$ cat config.mk
export PLATFORM = sky130hd
export DESIGN_NAME = ir_pulse_width_frame_decoder
export DESIGN_NICKNAME = d
export VERILOG_FILES = /design/src/design/irpwd_pkg.sv /design/src/design/irpwd_window.sv /design/src/design/irpwd_classify.sv /design/src/design/irpwd_cfg_regs.sv /design/src/design/irpwd_seq.sv /design/src/design/ir_pulse_width_frame_decoder.sv
export SDC_FILE = /design/constraint.sdc
export NUM_CORES = 1
export LEC_CHECK = 0
export BUFFER_PORTS_ARGS = -buffer_cell sky130_fd_sc_hd__clkbuf_2
export CAP_MARGIN = 20
export CORE_MARGIN = 2
export CORE_UTILIZATION = 44
export CTS_BUF_LIST = sky130_fd_sc_hd__clkbuf_8
export DETAILED_ROUTE_END_ITERATION = 6
export GPL_TIMING_DRIVEN = 0
export PLACE_DENSITY = 0.71
export REMOVE_ABC_BUFFERS = 1
export SLEW_MARGIN = 20
export SYNTH_ARGS = -nofsm -noshare
export SYNTH_HDL_FRONTEND = slang
export SYNTH_HIERARCHICAL = 1
export SYNTH_SLANG_ARGS = --single-unit
export TNS_END_PERCENT = 100
$ cat constraint.sdc
create_clock -name aclk -period 5.72 [get_ports aclk]
set_input_delay 1.144 -clock aclk [delete_from_list [all_inputs] [get_ports aclk]]
set_output_delay 1.144 -clock aclk [all_outputs]
set_load 0.01 [all_outputs]
$ cat src/design/irpwd_pkg.sv
`timescale 1ns / 1ps

package irpwd_pkg;

    // Register indexes on the configuration channel.
    localparam logic [2:0] REG_MARGIN    = 3'd0;
    localparam logic [2:0] REG_SYNC      = 3'd1;
    localparam logic [2:0] REG_PAUSE     = 3'd2;
    localparam logic [2:0] REG_BIT_MIN   = 3'd3;
    localparam logic [2:0] REG_BIT_SPLIT = 3'd4;
    localparam logic [2:0] REG_BIT_MAX   = 3'd5;
    localparam logic [2:0] REG_ACTIVE    = 3'd6;

    // Reset values of the timing registers, in samples.
    localparam int RST_MARGIN    = 199;
    localparam int RST_SYNC      = 3299;
    localparam int RST_PAUSE     = 1499;
    localparam int RST_BIT_MIN   = 199;
    localparam int RST_BIT_SPLIT = 589;
    localparam int RST_BIT_MAX   = 1199;

    // At most this many packet words are sent for one packet end.
    localparam int MAX_OUT_WORDS = 4;

    typedef enum logic [1:0] {
        KIND_SYNC  = 2'd0,
        KIND_PAUSE = 2'd1,
        KIND_BIT   = 2'd2,
        KIND_WORD  = 2'd3
    } kind_t;

    // Interval classification handed from the classifier to the sequencer.
    typedef struct packed {
        logic sync_ok;
        logic pause_ok;
        logic bit_ok;
        logic bit_val;
    } class_t;

    // One result transaction.
    typedef struct packed {
        kind_t       kind;
        logic        bit_value;
        logic [8:0]  bit_total;
        logic [1:0]  word_index;
        logic [63:0] packet_word;
        logic        last;
    } res_t;

    // Sequencer status seen by the top level.
    typedef struct packed {
        logic take;
        logic emitting;
    } seq_stat_t;

endpackage

$ cat src/design/irpwd_window.sv
`timescale 1ns / 1ps

module irpwd_window #(
    parameter int TIME_WIDTH = 24
) (
    input  logic [TIME_WIDTH-1:0] len,
    input  logic [TIME_WIDTH-1:0] centre,
    input  logic [TIME_WIDTH-1:0] tol,
    output logic                  hit
);

    // The upper bound keeps its carry bit; it saturates only for widths of 64 bits or more.
    localparam bit SAT_HI = (TIME_WIDTH >= 64);

    logic [TIME_WIDTH:0]   sum;
    logic [TIME_WIDTH:0]   hi;
    logic [TIME_WIDTH-1:0] lo;

    always_comb begin
        sum = {1'b0, centre} + {1'b0, tol};
        hi  = (SAT_HI && sum[TIME_WIDTH]) ? {1'b0, {TIME_WIDTH{1'b1}}} : sum;
        lo  = (tol > centre) ? '0 : centre - tol;
        hit = (len >= lo) && ({1'b0, len} < hi);
    end

endmodule

$ cat src/design/irpwd_classify.sv
`timescale 1ns / 1ps

module irpwd_classify #(
    parameter int TIME_WIDTH = 24
) (
    input  logic [TIME_WIDTH-1:0] len,
    input  logic [TIME_WIDTH-1:0] margin_len,
    input  logic [TIME_WIDTH-1:0] sync_len,
    input  logic [TIME_WIDTH-1:0] pause_len,
    input  logic [TIME_WIDTH-1:0] bit_min_len,
    input  logic [TIME_WIDTH-1:0] bit_split_len,
    input  logic [TIME_WIDTH-1:0] bit_max_len,
    output irpwd_pkg::class_t     cls
);

    import irpwd_pkg::*;

    logic sync_hit;
    logic pause_hit;
    logic zero_hit;
    logic one_hit;

    irpwd_window #(.TIME_WIDTH(TIME_WIDTH)) u_sync_win (
        .len    (len),
        .centre (sync_len),
        .tol    (margin_len),
        .hit    (sync_hit)
    );

    irpwd_window #(.TIME_WIDTH(TIME_WIDTH)) u_pause_win (
        .len    (len),
        .centre (pause_len),
        .tol    (margin_len),
        .hit    (pause_hit)
    );

    always_comb begin
        zero_hit     = (len >= bit_min_len) && (len < bit_split_len);
        one_hit      = (len >= bit_split_len) && (len < bit_max_len);
        cls.sync_ok  = sync_hit;
        cls.pause_ok = pause_hit;
        cls.bit_ok   = zero_hit || one_hit;
        // A zero takes precedence; the two ranges cannot overlap anyway.
        cls.bit_val  = !zero_hit;
    end

endmodule

$ cat src/design/irpwd_cfg_regs.sv
`timescale 1ns / 1ps

module irpwd_cfg_regs #(
    parameter int TIME_WIDTH = 24
) (
    input  logic                  aclk,
    input  logic                  aresetn,
    input  logic                  wr_en,
    input  logic [2:0]            wr_index,
    input  logic [TIME_WIDTH-1:0] wr_data,
    output logic [TIME_WIDTH-1:0] margin_len,
    output logic [TIME_WIDTH-1:0] sync_len,
    output logic [TIME_WIDTH-1:0] pause_len,
    output logic [TIME_WIDTH-1:0] bit_min_len,
    output logic [TIME_WIDTH-1:0] bit_split_len,
    output logic [TIME_WIDTH-1:0] bit_max_len,
    output logic                  active_level
);

    import irpwd_pkg::*;

    logic [TIME_WIDTH-1:0] margin_reg;
    logic [TIME_WIDTH-1:0] sync_reg;
    logic [TIME_WIDTH-1:0] pause_reg;
    logic [TIME_WIDTH-1:0] bit_min_reg;
    logic [TIME_WIDTH-1:0] bit_split_reg;
    logic [TIME_WIDTH-1:0] bit_max_reg;
    logic                  active_reg;

    always_ff @(posedge aclk) begin
        if (!aresetn) begin
            margin_reg    <= TIME_WIDTH'(RST_MARGIN);
            sync_reg      <= TIME_WIDTH'(RST_SYNC);
            pause_reg     <= TIME_WIDTH'(RST_PAUSE);
            bit_min_reg   <= TIME_WIDTH'(RST_BIT_MIN);
            bit_split_reg <= TIME_WIDTH'(RST_BIT_SPLIT);
            bit_max_reg   <= TIME_WIDTH'(RST_BIT_MAX);
            active_reg    <= 1'b0;
        end else if (wr_en) begin
            case (wr_index)
                REG_MARGIN:    margin_reg    <= wr_data;
                REG_SYNC:      sync_reg      <= wr_data;
                REG_PAUSE:     pause_reg     <= wr_data;
                REG_BIT_MIN:   bit_min_reg   <= wr_data;
                REG_BIT_SPLIT: bit_split_reg <= wr_data;
                REG_BIT_MAX:   bit_max_reg   <= wr_data;
                REG_ACTIVE:    active_reg    <= wr_data[0];
                default: ;
            endcase
        end
    end

    assign margin_len    = margin_reg;
    assign sync_len      = sync_reg;
    assign pause_len     = pause_reg;
    assign bit_min_len   = bit_min_reg;
    assign bit_split_len = bit_split_reg;
    assign bit_max_len   = bit_max_reg;
    assign active_level  = active_reg;

endmodule

$ cat src/design/irpwd_seq.sv
`timescale 1ns / 1ps

module irpwd_seq #(
    parameter int MAX_BITS = 256
) (
    input  logic                 aclk,
    input  logic                 aresetn,
    input  logic                 in_valid,
    input  logic                 in_level,
    input  logic                 in_tmo,
    input  irpwd_pkg::class_t    cls,
    input  logic                 active_level,
    input  logic                 out_free,
    output logic                 res_valid,
    output irpwd_pkg::res_t      res,
    output irpwd_pkg::seq_stat_t stat
);

    import irpwd_pkg::*;

    localparam int STORE_WORDS = (MAX_BITS + 63) / 64;
    localparam int SW_IDX_W    = (STORE_WORDS > 1) ? $clog2(STORE_WORDS) : 1;
    localparam int CNT_W       = $clog2(MAX_BITS + 1);
    localparam int OUT_WORDS   = (STORE_WORDS < MAX_OUT_WORDS) ? STORE_WORDS : MAX_OUT_WORDS;

    typedef enum logic [1:0] {
        MODE_IDLE    = 2'd0,
        MODE_SYNCING = 2'd1,
        MODE_DATA    = 2'd2
    } mode_t;

    mode_t             mode_reg;
    mode_t             mode_next;
    logic [CNT_W-1:0]  bit_count_reg;
    logic [CNT_W-1:0]  bit_count_next;
    logic [63:0]       store_reg [STORE_WORDS];
    logic              emit_active_reg;
    logic [1:0]        emit_idx_reg;
    logic [1:0]        emit_last_reg;

    logic              take;
    logic              emit_fire;
    logic              store_we;
    logic              end_pkt;
    logic [CNT_W+5:0]  cnt_ext;
    logic [5:0]        wr_pos;
    logic [SW_IDX_W-1:0] wr_word;
    logic [SW_IDX_W-1:0] rd_word;
    logic [CNT_W+5:0]  words_ceil;
    logic [CNT_W+5:0]  words_cap;

    always_comb begin
        cnt_ext    = (CNT_W + 6)'(bit_count_reg);
        wr_pos     = cnt_ext[5:0];
        wr_word    = SW_IDX_W'(cnt_ext >> 6);
        rd_word    = SW_IDX_W'(emit_idx_reg);
        words_ceil = (cnt_ext + (CNT_W + 6)'(63)) >> 6;
        words_cap  = (words_ceil > (CNT_W + 6)'(OUT_WORDS)) ? (CNT_W + 6)'(OUT_WORDS)
                                                             : words_ceil;
    end

    always_comb begin
        take           = in_valid && !emit_active_reg && out_free;
        emit_fire      = emit_active_reg && out_free;
        mode_next      = mode_reg;
        bit_count_next = bit_count_reg;
        store_we       = 1'b0;
        end_pkt        = 1'b0;
        res_valid      = 1'b0;
        res            = '0;
        res.last       = 1'b1;

        if (emit_fire) begin
            res_valid       = 1'b1;
            res.kind        = KIND_WORD;
            res.bit_total   = 9'(bit_count_reg);
            res.word_index  = emit_idx_reg;
            res.packet_word = store_reg[rd_word];
            res.last        = (emit_idx_reg == emit_last_reg);
        end else if (take) begin
            case (mode_reg)
                MODE_SYNCING: begin
                    if (cls.pause_ok) begin
                        mode_next = MODE_DATA;
                        res_valid = 1'b1;
                        res.kind  = KIND_PAUSE;
                        res.bit_total = 9'(bit_count_reg);
                    end else begin
                        mode_next = MODE_IDLE;
                        end_pkt   = 1'b1;
                    end
                end
                MODE_DATA: begin
                    if (in_tmo || !cls.bit_ok) begin
                        mode_next = MODE_IDLE;
                        end_pkt   = 1'b1;
                    end else begin
                        if (bit_count_reg < CNT_W'(MAX_BITS)) begin
                            store_we       = 1'b1;
                            bit_count_next = bit_count_reg + 1'b1;
                        end
                        res_valid     = 1'b1;
                        res.kind      = KIND_BIT;
                        res.bit_value = cls.bit_val;
                        res.bit_total = 9'(bit_count_next);
                    end
                end
                default: begin
                    // Idle, and the unused mode code, look for a sync pulse.
                    mode_next = MODE_IDLE;
                    if ((in_level == active_level) && cls.sync_ok) begin
                        mode_next      = MODE_SYNCING;
                        bit_count_next = '0;
                        res_valid      = 1'b1;
                        res.kind       = KIND_SYNC;
                    end
                end
            endcase
        end
    end

    always_ff @(posedge aclk) begin
        if (!aresetn) begin
            mode_reg        <= MODE_IDLE;
            bit_count_reg   <= '0;
            emit_active_reg <= 1'b0;
            emit_idx_reg    <= '0;
            emit_last_reg   <= '0;
        end else begin
            mode_reg      <= mode_next;
            bit_count_reg <= bit_count_next;
            if (store_we) begin
                // The first bit of a word clears the rest of it, so no masking
                // is needed when the word is sent.
                if (wr_pos == 6'd0) begin
                    store_reg[wr_word] <= 64'(cls.bit_val);
                end else begin
                    store_reg[wr_word][wr_pos] <= cls.bit_val;
                end
            end
            if (take && end_pkt && (words_ceil != '0)) begin
                emit_active_reg <= 1'b1;
                emit_idx_reg    <= '0;
                emit_last_reg   <= 2'(words_cap - 1'b1);
            end else if (emit_fire) begin
                if (res.last) begin
                    emit_active_reg <= 1'b0;
                end else begin
                    emit_idx_reg <= emit_idx_reg + 1'b1;
                end
            end
        end
    end

    assign stat.take     = take;
    assign stat.emitting = emit_active_reg;

endmodule

$ cat src/design/ir_pulse_width_frame_decoder.sv
`timescale 1ns / 1ps

// Infrared pulse-width frame decoder.
//
// Each slave transaction carries one line interval: its length in samples and
// the line level held during it (s_tdata), and a flag that the interval ended
// by a data timeout rather than an edge (s_tuser). The decoder finds a sync
// pulse, then a sync pause, then decodes data intervals into bits by length.
// Every sync, pause and data bit gives one master transaction, with the kind
// on m_tuser. When a packet ends, the collected bits follow as up to four
// 64-bit packet words, bit 0 first, the final one marked by m_tlast.
//
// The input sits in a register; classification and the state update are
// combinational from there into the result register, and a new transaction is
// accepted every cycle while the master side takes results and no packet words
// are being sent. After a packet end the next input waits while the words are
// read from the bit store, one per cycle while the master side takes them.
// When the master side stalls, the result register and the input register
// together hold two items before s_tready falls.
// Reset (aresetn low, synchronous) returns to idle, empties both registers,
// clears the bit count and reloads the timing registers; the configuration
// channel is always ready and should be written only while the block is idle.
module ir_pulse_width_frame_decoder #(
    parameter int MAX_BITS   = 256,
    parameter int TIME_WIDTH = 24,
    localparam int S_TDATA_W = ((TIME_WIDTH + 1 + 7) / 8) * 8
) (
    input  logic                  aclk,
    input  logic                  aresetn,

    input  logic                  s_tvalid,
    output logic                  s_tready,
    input  logic [S_TDATA_W-1:0]  s_tdata,   // interval_len, line_level, zero fill
    input  logic                  s_tuser,   // timed_out

    output logic                  m_tvalid,
    input  logic                  m_tready,
    output logic [79:0]           m_tdata,   // bit_value, bit_total, word_index,
                                             // packet_word, zero fill
    output logic [1:0]            m_tuser,   // kind
    output logic                  m_tlast,   // last

    input  logic                  cfg_valid,
    output logic                  cfg_ready,
    input  logic [2:0]            cfg_index,
    input  logic [TIME_WIDTH-1:0] cfg_data
);

    import irpwd_pkg::*;

    logic [TIME_WIDTH-1:0] margin_len;
    logic [TIME_WIDTH-1:0] sync_len;
    logic [TIME_WIDTH-1:0] pause_len;
    logic [TIME_WIDTH-1:0] bit_min_len;
    logic [TIME_WIDTH-1:0] bit_split_len;
    logic [TIME_WIDTH-1:0] bit_max_len;
    logic                  active_level;

    logic                  in_valid_reg;
    logic [TIME_WIDTH-1:0] in_len_reg;
    logic                  in_level_reg;
    logic                  in_tmo_reg;

    logic                  out_valid_reg;
    res_t                  out_reg;
    logic                  out_free;

    class_t                cls;
    logic                  res_valid;
    res_t                  res;
    seq_stat_t             stat;

    assign cfg_ready = 1'b1;

    irpwd_cfg_regs #(.TIME_WIDTH(TIME_WIDTH)) u_cfg (
        .aclk          (aclk),
        .aresetn       (aresetn),
        .wr_en         (cfg_valid && cfg_ready),
        .wr_index      (cfg_index),
        .wr_data       (cfg_data),
        .margin_len    (margin_len),
        .sync_len      (sync_len),
        .pause_len     (pause_len),
        .bit_min_len   (bit_min_len),
        .bit_split_len (bit_split_len),
        .bit_max_len   (bit_max_len),
        .active_level  (active_level)
    );

    // Input register: refills in the cycle its item is taken.
    assign s_tready = !in_valid_reg || stat.take;

    always_ff @(posedge aclk) begin
        if (!aresetn) begin
            in_valid_reg <= 1'b0;
        end else if (s_tready) begin
            in_valid_reg <= s_tvalid;
        end
    end

    always_ff @(posedge aclk) begin
        if (s_tvalid && s_tready) begin
            in_len_reg   <= s_tdata[TIME_WIDTH-1:0];
            in_level_reg <= s_tdata[TIME_WIDTH];
            in_tmo_reg   <= s_tuser;
        end
    end

    irpwd_classify #(.TIME_WIDTH(TIME_WIDTH)) u_classify (
        .len           (in_len_reg),
        .margin_len    (margin_len),
        .sync_len      (sync_len),
        .pause_len     (pause_len),
        .bit_min_len   (bit_min_len),
        .bit_split_len (bit_split_len),
        .bit_max_len   (bit_max_len),
        .cls           (cls)
    );

    // The result register is free when empty or being taken this cycle.
    assign out_free = !out_valid_reg || m_tready;

    irpwd_seq #(.MAX_BITS(MAX_BITS)) u_seq (
        .aclk         (aclk),
        .aresetn      (aresetn),
        .in_valid     (in_valid_reg),
        .in_level     (in_level_reg),
        .in_tmo       (in_tmo_reg),
        .cls          (cls),
        .active_level (active_level),
        .out_free     (out_free),
        .res_valid    (res_valid),
        .res          (res),
        .stat         (stat)
    );

    always_ff @(posedge aclk) begin
        if (!aresetn) begin
            out_valid_reg <= 1'b0;
        end else if (out_free) begin
            out_valid_reg <= res_valid;
        end
    end

    always_ff @(posedge aclk) begin
        if (out_free && res_valid) begin
            out_reg <= res;
        end
    end

    assign m_tvalid = out_valid_reg;
    assign m_tdata  = {4'b0, out_reg.packet_word, out_reg.word_index,
                       out_reg.bit_total, out_reg.bit_value};
    assign m_tuser  = out_reg.kind;
    assign m_tlast  = out_reg.last;

    // Packet words go out back to back: a word that is not the last is
    // followed at once by the next one.
    a_words_contiguous: assert property (@(posedge aclk) disable iff (!aresetn)
        (m_tvalid && m_tready && (m_tuser == KIND_WORD) && !m_tlast)
        |=> (m_tvalid && (m_tuser == KIND_WORD)))
        else $error("packet word burst broken");

    // Sync, pause and bit results are always the only result of their item.
    a_single_last: assert property (@(posedge aclk) disable iff (!aresetn)
        (m_tvalid && (m_tuser != KIND_WORD)) |-> m_tlast)
        else $error("single result without last");

    // While words are read from the bit store, no new item is taken in.
    a_hold_while_emit: assert property (@(posedge aclk) disable iff (!aresetn)
        (stat.emitting && in_valid_reg) |-> !s_tready)
        else $error("input accepted during packet emission");

    // A packet word always follows a packet end, so the burst starts at word 0.
    a_first_word: assert property (@(posedge aclk) disable iff (!aresetn)
        (m_tvalid && (m_tuser == KIND_WORD) && (m_tdata[11:10] != 2'd0))
        |-> $past(m_tvalid && (m_tuser == KIND_WORD)))
        else $error("packet word out of order");

endmodule
==> results of run 1 <==
-- final cells by class --
| class | instances | area [sq um] |
|---|---|---|
| antenna | 2 | 5.00 |
| clock buffer | 97 | 1340 |
| clock inverter | 64 | 449 |
| fill | 6342 | 34800 |
| inverter | 180 | 676 |
| multi-input combinational | 2108 | 16300 |
| sequential | 526 | 14200 |
| tap | 940 | 1180 |
| timing repair buffer | 200 | 1450 |
-- repair_timing --
item                                    CTS  global route
pin swaps                                19            25
endpoints found under the setup margin  467           245
cloned                                    8             1
buffers inserted                         23            13
gates resized for setup                  55            67
-- final timing paths --
check             slack, ps                     to
setup / recovery        150            m_tdata[10]
hold reg to reg         460  u_cfg/bit_max_len[17]
setup reg to reg        150            m_tdata[10]
hold / removal          460  u_cfg/bit_max_len[17]
-- power groups by stage --
stage	logic [mW]	registers [mW]	clock network [mW]
floorplan	0.668	4.21	0
global placement	0.928	4.23	0
detailed placement	0.950	4.23	0
CTS	1.05	4.15	3.50
global route	1.26	4.16	3.65
finish	1.15	4.15	3.41
-- per-stage QoR --
stage | instance area (sq um) | setup slack (ps)
floorplan | 30400 | 31.1
global placement | 32300 | -3810
detailed placement | 32900 | -1860
CTS | 35200 | 22.6
global route | 35600 | -6.25
finish | 35600 | 149
-- layer usage --
| metal | global-route usage | wire [um] |
|---|---|---|
| met4 | 0.0879 | 2850 |
| met2 | 0.345 | 37300 |
| met3 | 0.0386 | 6720 |
| met1 | 0.324 | 38100 |
| met5 | 0 | 0 |
-- critical path: stages, from the launching register on --
cell and delay (ps):
dfxtp_1 410, ha_1 320, nand2b_1 160, a21o_1 120, a21oi_1 130, a2111oi_4 410, or4b_4 530, and3_4 210
or2_4 270, a311oi_2 270, ha_1 280, a211o_1 310, a211oi_1 240, a2bb2oi_1 120, a211oi_2 220, buf_4 190
nand2_4 70, a21oi_4 170, a31oi_4 70, o21ai_4 250, buf_12 180, and2_4 300
==> flow_summary.json, run 1 <==
{
  "mostFrequentLayoutCells": "361 x edfxtp_1, 347 x nor2_1, 248 x ha_1, 243 x nand2_1, 208 x a21oi_1",
  "utilization": 0.506,
  "switching_share": 0.267,
  "setup_viol": 0,
  "numPlacedInstances": 3909,
  "core_region_area_sq_um": 70400,
  "syn2layout_area_growth_pct": 13.4,
  "ioPinCount": 151,
  "globalRoute.totalOverflow": 0,
  "detail_route.first_pass.iterations": 5,
  "grt_use_total": 0.227,
  "grt_pass1_wl_um": 130000,
  "tritoncts": "built",
  "syn_area_sq_um": 31400,
  "fp.dieArea_sq_um": 73500,
  "crit_start": "u_cfg/pause_len[4]",
  "timing.critical_path.fanout_max": 10,
  "post_layout_cell_count": 4117,
  "yosys_warning_count": 6,
  "max-clock-path-buffers": 3,
  "detailedRoute.firstIterationViolations": 2382,
  "total_leakage_power_nw": 14.0,
  "clock-sinks": 526,
  "report.final.slew_viol_count": 0,
  "max_clock_freq_mhz": 180,
  "drtAntennaViolNets": 0,
  "hold_ws_ps": 459,
  "criticalPathCategory": "reg -> reg",
  "holdCritPathClass": "reg -> reg",
  "comb_power_share": 0.132,
  "routed-via-count": 23500,
  "synth_area_per_cell_sq_um": 10.5,
  "num_rows": 97,
  "fp.dieH_um": 271,
  "timing.hold.worst_path_depth": 2,
  "layout_commonest_cell": "edfxtp_1",
  "clk_root_buffer_cell": "clkbuf_8",
  "post_synth_inst_count": 2986,
  "worst_pin_slew_ps": 1060,
  "run_status": "completed",
  "starting_density_of_the_core": 0.446,
  "largest_reg_flops": 256,
  "hpwlAfterDp_um": 55300,
  "power.ir.vdd_worst_mv": 0.147,
  "routed_wirelength_um": 84900,
  "clock_skew_ps": 28.0,
  "clock_power_share": 0.392,
  "vias_in_the_first_global_route": 22700,
  "r2r-start": "u_cfg/pause_len[4]",
  "reg2reg_depth": 21,
  "internal_power_mw": 6.39,
  "cts-buffers-inserted": 89,
  "worst_ep_required_time_ps": 6100,
  "critical_hold_path_startpoint": "u_cfg/bit_max_len[17]",
  "sequentialPowerShare": 0.476,
  "power-per-cell-area_nw_per_um2": 245,
  "drive_gt1_frac": 0.175,
  "max_slew_margin": 0.288,
  "critPathCaptureType": "flop",
  "critPathArrivalTime_ps": 5950,
  "clk-insertion-delay-late_ps": 710,
  "finalNetCount": 3440,
  "io_buffer_count": 138,
  "grt_start_max_net_pins": 109,
  "die_width_um": 271,
  "cts_max_level": 3,
  "drc": 0,
  "drv_cap": 0,
  "totalPowerFinal_mw": 8.72,
  "final_min_period_over_clock_period": 0.974,
  "grt_antenna_before_repair": 1,
  "hold_viol_final": 0,
  "timing.setup.tns_ps": 0,
  "critical_path.startpoint_type": "flop",
  "net_switching_power_figure_mw": 2.33,
  "min_period_ps": 5570,
  "route.detailed.vias_per_inst": 5.70,
  "gp_congestion": 0.875,
  "cts.clk_slew.worst_paths_ps": 60,
  "holdBufCountCts": 0,
  "wl_per_cell_um": 20.6
}
Power figures use the tool's default switching activity.
==> run 2: changes to the inputs <==
PLACE_DENSITY = 0.68   (was 0.71)
clock period = 7.18 ns   (was 5.72 ns; I/O delays follow)
==> run 2 against run 1 <==
  * Count of clock-buffer cells in the layout rose by 9
  * Via count decreased by 1.6%
  * Non-clock buffer count shrank 35
  * Combinational power fell by 31%
  * Hold slack worse by 2.8 ps
  * Worst setup slack improved by 180 ps
  * Flip-flop and latch count stayed put
  * Critical path type unchanged
  * Critical endpoint is now m_tdata[18]
==> flow_summary.json, run 2 (synthesis results as in run 1) <==
{
  "total_leakage_power_nw": 13.7,
  "critPathCaptureType": "flop",
  "routed-via-count": 23100,
  "core_region_area_sq_um": 70400,
  "setup_viol": 0,
  "layout_commonest_cell": "edfxtp_1",
  "max_slew_margin": 0.171,
  "hpwlAfterDp_um": 55500,
  "globalRoute.totalOverflow": 0,
  "numPlacedInstances": 3909,
  "multiInputGateArea_sq_um": 15800,
  "reg2reg_setup_slack_ps": 330,
  "clock-sinks": 526,
  "drc": 0,
  "route.detailed.vias_per_inst": 5.65,
  "critPathArrivalTime_ps": 7180,
  "cts.clk_slew.worst_paths_ps": 60,
  "critical_path.startpoint_type": "flop",
  "drv_cap": 0,
  "vias_in_the_first_global_route": 22400,
  "routed_wirelength_um": 82500,
  "grt_pass1_wl_um": 128000,
  "utilization": 0.495,
  "fp.dieH_um": 271,
  "tritoncts": "built",
  "num_rows": 97,
  "detailedRoute.firstIterationViolations": 2344,
  "regToRegEndpoint": "m_tdata[18]",
  "critical_hold_path_startpoint": "u_cfg/bit_split_len[8]",
  "holdCritPathClass": "reg -> reg",
  "io_buffer_count": 138,
  "cts_max_level": 3,
  "final_min_period_over_clock_period": 0.954,
  "clk-insertion-delay-late_ps": 700,
  "finalNetCount": 3402,
  "hold-path-endpoint": "u_cfg/bit_split_len[8]",
  "grt_setup_unrepaired": "false",
  "gp_congestion": 0.891,
  "layout.filler_cells": 6428,
  "wl_per_cell_um": 20.2,
  "min_period_ps": 6850,
  "r2r-start": "u_cfg/margin_len[5]",
  "ioPinCount": 151,
  "seq_area_sq_um": 14200,
  "report.final.slew_viol_count": 0,
  "grt_use_total": 0.222,
  "fp.dieArea_sq_um": 73500,
  "worst_ep_required_time_ps": 7510,
  "power.ir.vdd_worst_mv": 0.149,
  "criticalPathCategory": "reg -> reg",
  "setup_slack_ps": 334,
  "drive_gt1_frac": 0.144,
  "clock_skew_ps": 34.5,
  "starting_density_of_the_core": 0.446,
  "largest_reg_flops": 256,
  "grt_antenna_before_repair": 3,
  "syn2layout_area_growth_pct": 10.9,
  "reg2reg_depth": 25,
  "timing.hold.worst_path_depth": 2,
  "place_worst_setup_slack_ps": -404,
  "max-clock-path-buffers": 3,
  "clk_root_buffer_cell": "clkbuf_8",
  "hold_viol_final": 0,
  "post_layout_cell_count": 4087,
  "max_clock_freq_mhz": 146,
  "detail_route.first_pass.iterations": 5,
  "worst_pin_slew_ps": 1230,
  "power-per-cell-area_nw_per_um2": 198,
  "run_status": "completed",
  "drtAntennaViolNets": 0,
  "die_width_um": 271,
  "grt_start_max_net_pins": 105,
  "mostFrequentLayoutCells": "361 x edfxtp_1, 348 x nor2_1, 266 x ha_1, 244 x nand2_1, 215 x a21oi_1",
  "cts-buffers-inserted": 92,
  "timing.critical_path.fanout_max": 20
}
## run 2: changes by cell type in the layout (fill, tap and decap cells not counted), moves of 7 or more
cell / before / now
a21oi_1: 208 / 215
buf_4: 31 / 4
clkbuf_8: 98 / 107
dfxtp_1: 148 / 161
dfxtp_2: 11 / 2
ha_1: 248 / 266
ha_2: 12 / 0
inv_1: 204 / 211
## run 2: what timing repair did
item                       in CTS  in global routing
gates cloned                    2                  1
pin swaps                       1                  2
buffers inserted                0                  1
hold buffers                    0                  0
resized for setup               5                  4
setup endpoints to repair      81                 88
## run 2: area by class of cell
class | instances | share of cell area
clock buffer | 106 | 0.0419
timing repair buffer | 165 | 0.0321
antenna | 1 | 0.0000718
inverter | 180 | 0.0194
multi-input combinational | 2102 | 0.454
sequential | 526 | 0.406
tap | 940 | 0.0338
clock inverter | 67 | 0.0122
## run 2: how the worst max path moves through the flow
stage	from	end	slack, ps
4_1_cts	u_cfg/margin_len[5]	m_tdata[33]	100
5_1_grt	u_cfg/pause_len[0]	m_tdata[20]	20
2_1_floorplan	in_len_reg[11]	u_seq/store_reg[3][32]	1490
3_3_place_gp	aresetn	u_seq/store_reg[1][39]	-2820
3_5_place_dp	u_cfg/margin_len[5]	m_tdata[25]	-400
6_report	u_cfg/margin_len[5]	m_tdata[18]	330
## run 2: worst max-delay path, cell delays in order, from the launching register on
cell	delay, ps
dfxtp_1	430
inv_1	70
ha_1	400
a21o_1	230
or3_1	340
o21ai_2	240
a21oi_1	170
o31ai_1	330
nor2b_1	280
o21ai_2	200
buf_6	200
nor2b_1	140
ha_1	260
nand2b_1	100
a21o_1	110
a21oi_1	60
o21ai_1	150
a31oi_1	170
o41ai_2	480
a2111oi_0	220
a211oi_2	470
nand2_1	190
a21oi_1	160
a31oi_1	130
o21ai_4	410
and2_4	460
## run 2: routing by layer
metal | share of wire | vias to the layer above | global-route usage
li1 | - | 10900 | -
met1 | 0.46 | 11100 | 0.322
met2 | 0.43 | 881 | 0.334
met3 | 0.074 | 155 | 0.0368
met4 | 0.034 | 0 | 0.0824
met5 | 0 | - | 0
## run 2: metrics by stage
stage | area [sq um] | TNS [ps] | power, mW | hold WS, ps
floorplan | 30400 | 0 | 3.88 | 435
global placement | 32300 | -570630 | 4.12 | 445
detailed placement | 32900 | -30440 | 4.14 | 451
CTS | 34800 | 0 | 6.96 | 460
global route | 34800 | 0 | 7.20 | 475
finish | 34800 | 0 | 6.91 | 456
## run 2: power by group
group	internal [mW]	leakage, nW	switching [mW]
registers	3.25	4.50	0.0587
logic	0.326	8.11	0.462
clock network	1.51	1.09	1.30
total	5.09	13.7	1.82
==> run 3: changes to the inputs <==
REMOVE_ABC_BUFFERS = default   (was 1)
==> run 3 against run 2 <==
  * Die area unchanged
  * Utilization up 0.44 points
  * Via count up 4.3%
  * Largest cell class unchanged
  * Critical endpoint is now m_tdata[71]
  * Sequential share of layout area down 0.39 points
  * Cell count up 3.5%
  * Count of clock-buffer cells in the layout down 12
  * Worst setup slack worse by 1.6 ps
  * Clock skew up 1.8 ps
  * First-iteration DRC count up 7.1%
  * Power down 0.38%
==> flow_summary.json, run 3 (synthesis results as in run 1) <==
{
  "max_clock_freq_mhz": 146,
  "setup_slack_ps": 332,
  "mostFrequentLayoutCells": "361 x edfxtp_1, 348 x nor2_1, 266 x ha_1, 250 x nand2_1, 215 x a21oi_1",
  "critical_hold_path_startpoint": "u_cfg/bit_max_len[12]",
  "holdCritPathClass": "reg -> reg",
  "regToRegEndpoint": "m_tdata[71]",
  "globalRoute.totalOverflow": 0,
  "max_slew_margin": 0.193,
  "finalNetCount": 3554,
  "die_width_um": 271,
  "core_region_area_sq_um": 70400,
  "layout.filler_cells": 6518,
  "reg2reg_setup_slack_ps": 330,
  "drv_cap": 0,
  "power.ir.vdd_worst_mv": 0.104,
  "max-clock-path-buffers": 3,
  "report.final.slew_viol_count": 0,
  "cts_post_setup_buffers_inserted": 0,
  "final_min_period_over_clock_period": 0.954,
  "hpwlAfterDp_um": 64400,
  "criticalPathCategory": "reg -> reg",
  "total_leakage_power_nw": 13.8,
  "io_buffer_count": 135,
  "clk_root_buffer_cell": "clkbuf_8",
  "drc": 0,
  "reg2reg_depth": 26,
  "num_rows": 97,
  "run_status": "completed",
  "post_layout_cell_count": 4230,
  "grt_start_max_net_pins": 27,
  "ioPinCount": 151,
  "clock-sinks": 526,
  "detail_route.first_pass.iterations": 5,
  "grt_setup_unrepaired": "false",
  "clk-insertion-delay-late_ps": 690,
  "min_period_ps": 6850,
  "worst_ep_required_time_ps": 7560,
  "critPathCaptureType": "flop",
  "wl_per_cell_um": 21.1,
  "grt_use_total": 0.240,
  "gp_congestion": 0.902,
  "critical_path.startpoint_type": "flop",
  "largest_reg_flops": 256,
  "worst_pin_slew_ps": 1200,
  "layout_commonest_cell": "edfxtp_1",
  "cts_max_level": 3,
  "setup_viol": 0,
  "routed-via-count": 24100,
  "crit_path_end": "m_tdata[71]",
  "place_worst_setup_slack_ps": -600,
  "route.detailed.vias_per_inst": 5.69,
  "power-per-cell-area_nw_per_um2": 196,
  "drive_gt1_frac": 0.144,
  "fp.dieArea_sq_um": 73500,
  "cts.clk_slew.worst_paths_ps": 60,
  "r2r-start": "u_cfg/margin_len[3]",
  "grt_pass1_wl_um": 136000,
  "critPathArrivalTime_ps": 7220,
  "fp.dieH_um": 271,
  "grt_antenna_before_repair": 2,
  "cts-buffers-inserted": 89,
  "crit_start": "u_cfg/margin_len[3]",
  "tritoncts": "built",
  "starting_density_of_the_core": 0.446,
  "syn2layout_area_growth_pct": 11.9,
  "hold_viol_final": 0,
  "detailedRoute.firstIterationViolations": 2511,
  "timing.critical_path.fanout_max": 20,
  "numPlacedInstances": 4065,
  "vias_in_the_first_global_route": 22800,
  "clock_skew_ps": 36.3,
  "drtAntennaViolNets": 0,
  "routed_wirelength_um": 89400
}
## run 3: critical path, cell delays in order (launching register included)
cell       delay, ps
dfxtp_1          440
inv_1             70
ha_1             270
clkbuf_1         370
o211ai_1         130
a21oi_1          290
o21ai_1          220
a21oi_1          330
o31ai_1          170
nor2b_1          190
o21ai_2          420
clkbuf_2         360
nand2_1          130
ha_1             310
or2_2            300
a21oi_1          150
a21oi_1           60
a31oi_1          250
o41ai_2          170
a2111oi_0        470
a211oi_1         110
buf_4            180
nand2_1          130
a21oi_1           80
a31oi_1          380
o21ai_4          190
and2_4           340
## run 3: per-stage QoR
step	util	setup TNS (ps)	hold WS (ps)	area [sq um]	power, mW
3_5_place_dp	0.473	-46170	452	33300	4.17
6_report	0.499	0	462	35100	6.88
3_3_place_gp	0.472	-49300	445	33300	4.16
4_1_cts	0.499	0	462	35100	6.92
2_1_floorplan	-	0	435	31400	3.92
5_1_grt	0.499	0	479	35100	7.16
## run 3: where the power goes
group	leakage, nW	internal (mW)	total (mW)	switching, mW
Combinational	8.33	0.339	0.824	0.486
Clock	0.989	1.48	2.74	1.27
Sequential	4.50	3.25	3.31	0.0598
## run 3: layout make-up
class / instances / area (sq um) / share of cell area
Clock buffer: 94 / 1290 / 0.0368
Buffer: 184 / 973 / 0.0277
Sequential cell: 526 / 14100 / 0.402
Clock inverter: 67 / 503 / 0.0143
Multi-Input combinational cell: 2102 / 15700 / 0.447
Timing Repair Buffer: 136 / 683 / 0.0194
Antenna cell: 1 / 2.50 / 0.0000712
Inverter: 180 / 676 / 0.0192
Tap cell: 940 / 1180 / 0.0335
## run 3: layer usage
metal | part of all wire | track usage | wire length [um]
met5 | 0.00016 | 0 | 14
met4 | 0.025 | 0.0642 | 2200
met3 | 0.087 | 0.0413 | 7810
met2 | 0.42 | 0.353 | 37900
met1 | 0.46 | 0.362 | 41500
## run 3: worst min path at each step
stage               cells after the start                endpoint  slack (ps)
floorplan                               2  u_cfg/bit_split_len[1]         430
global placement                        2  u_cfg/bit_split_len[7]         450
detailed placement                      2   u_cfg/bit_max_len[12]         450
CTS                                     2  u_cfg/bit_split_len[1]         460
global route                            2   u_cfg/bit_min_len[21]         480
finish                                  2   u_cfg/bit_max_len[12]         460
## run 3: repair_timing
action,CTS,global route
pin swaps,2,0
endpoints found under the setup margin,79,85
cloned,3,0
resized for setup,7,4
hold buffers,0,0
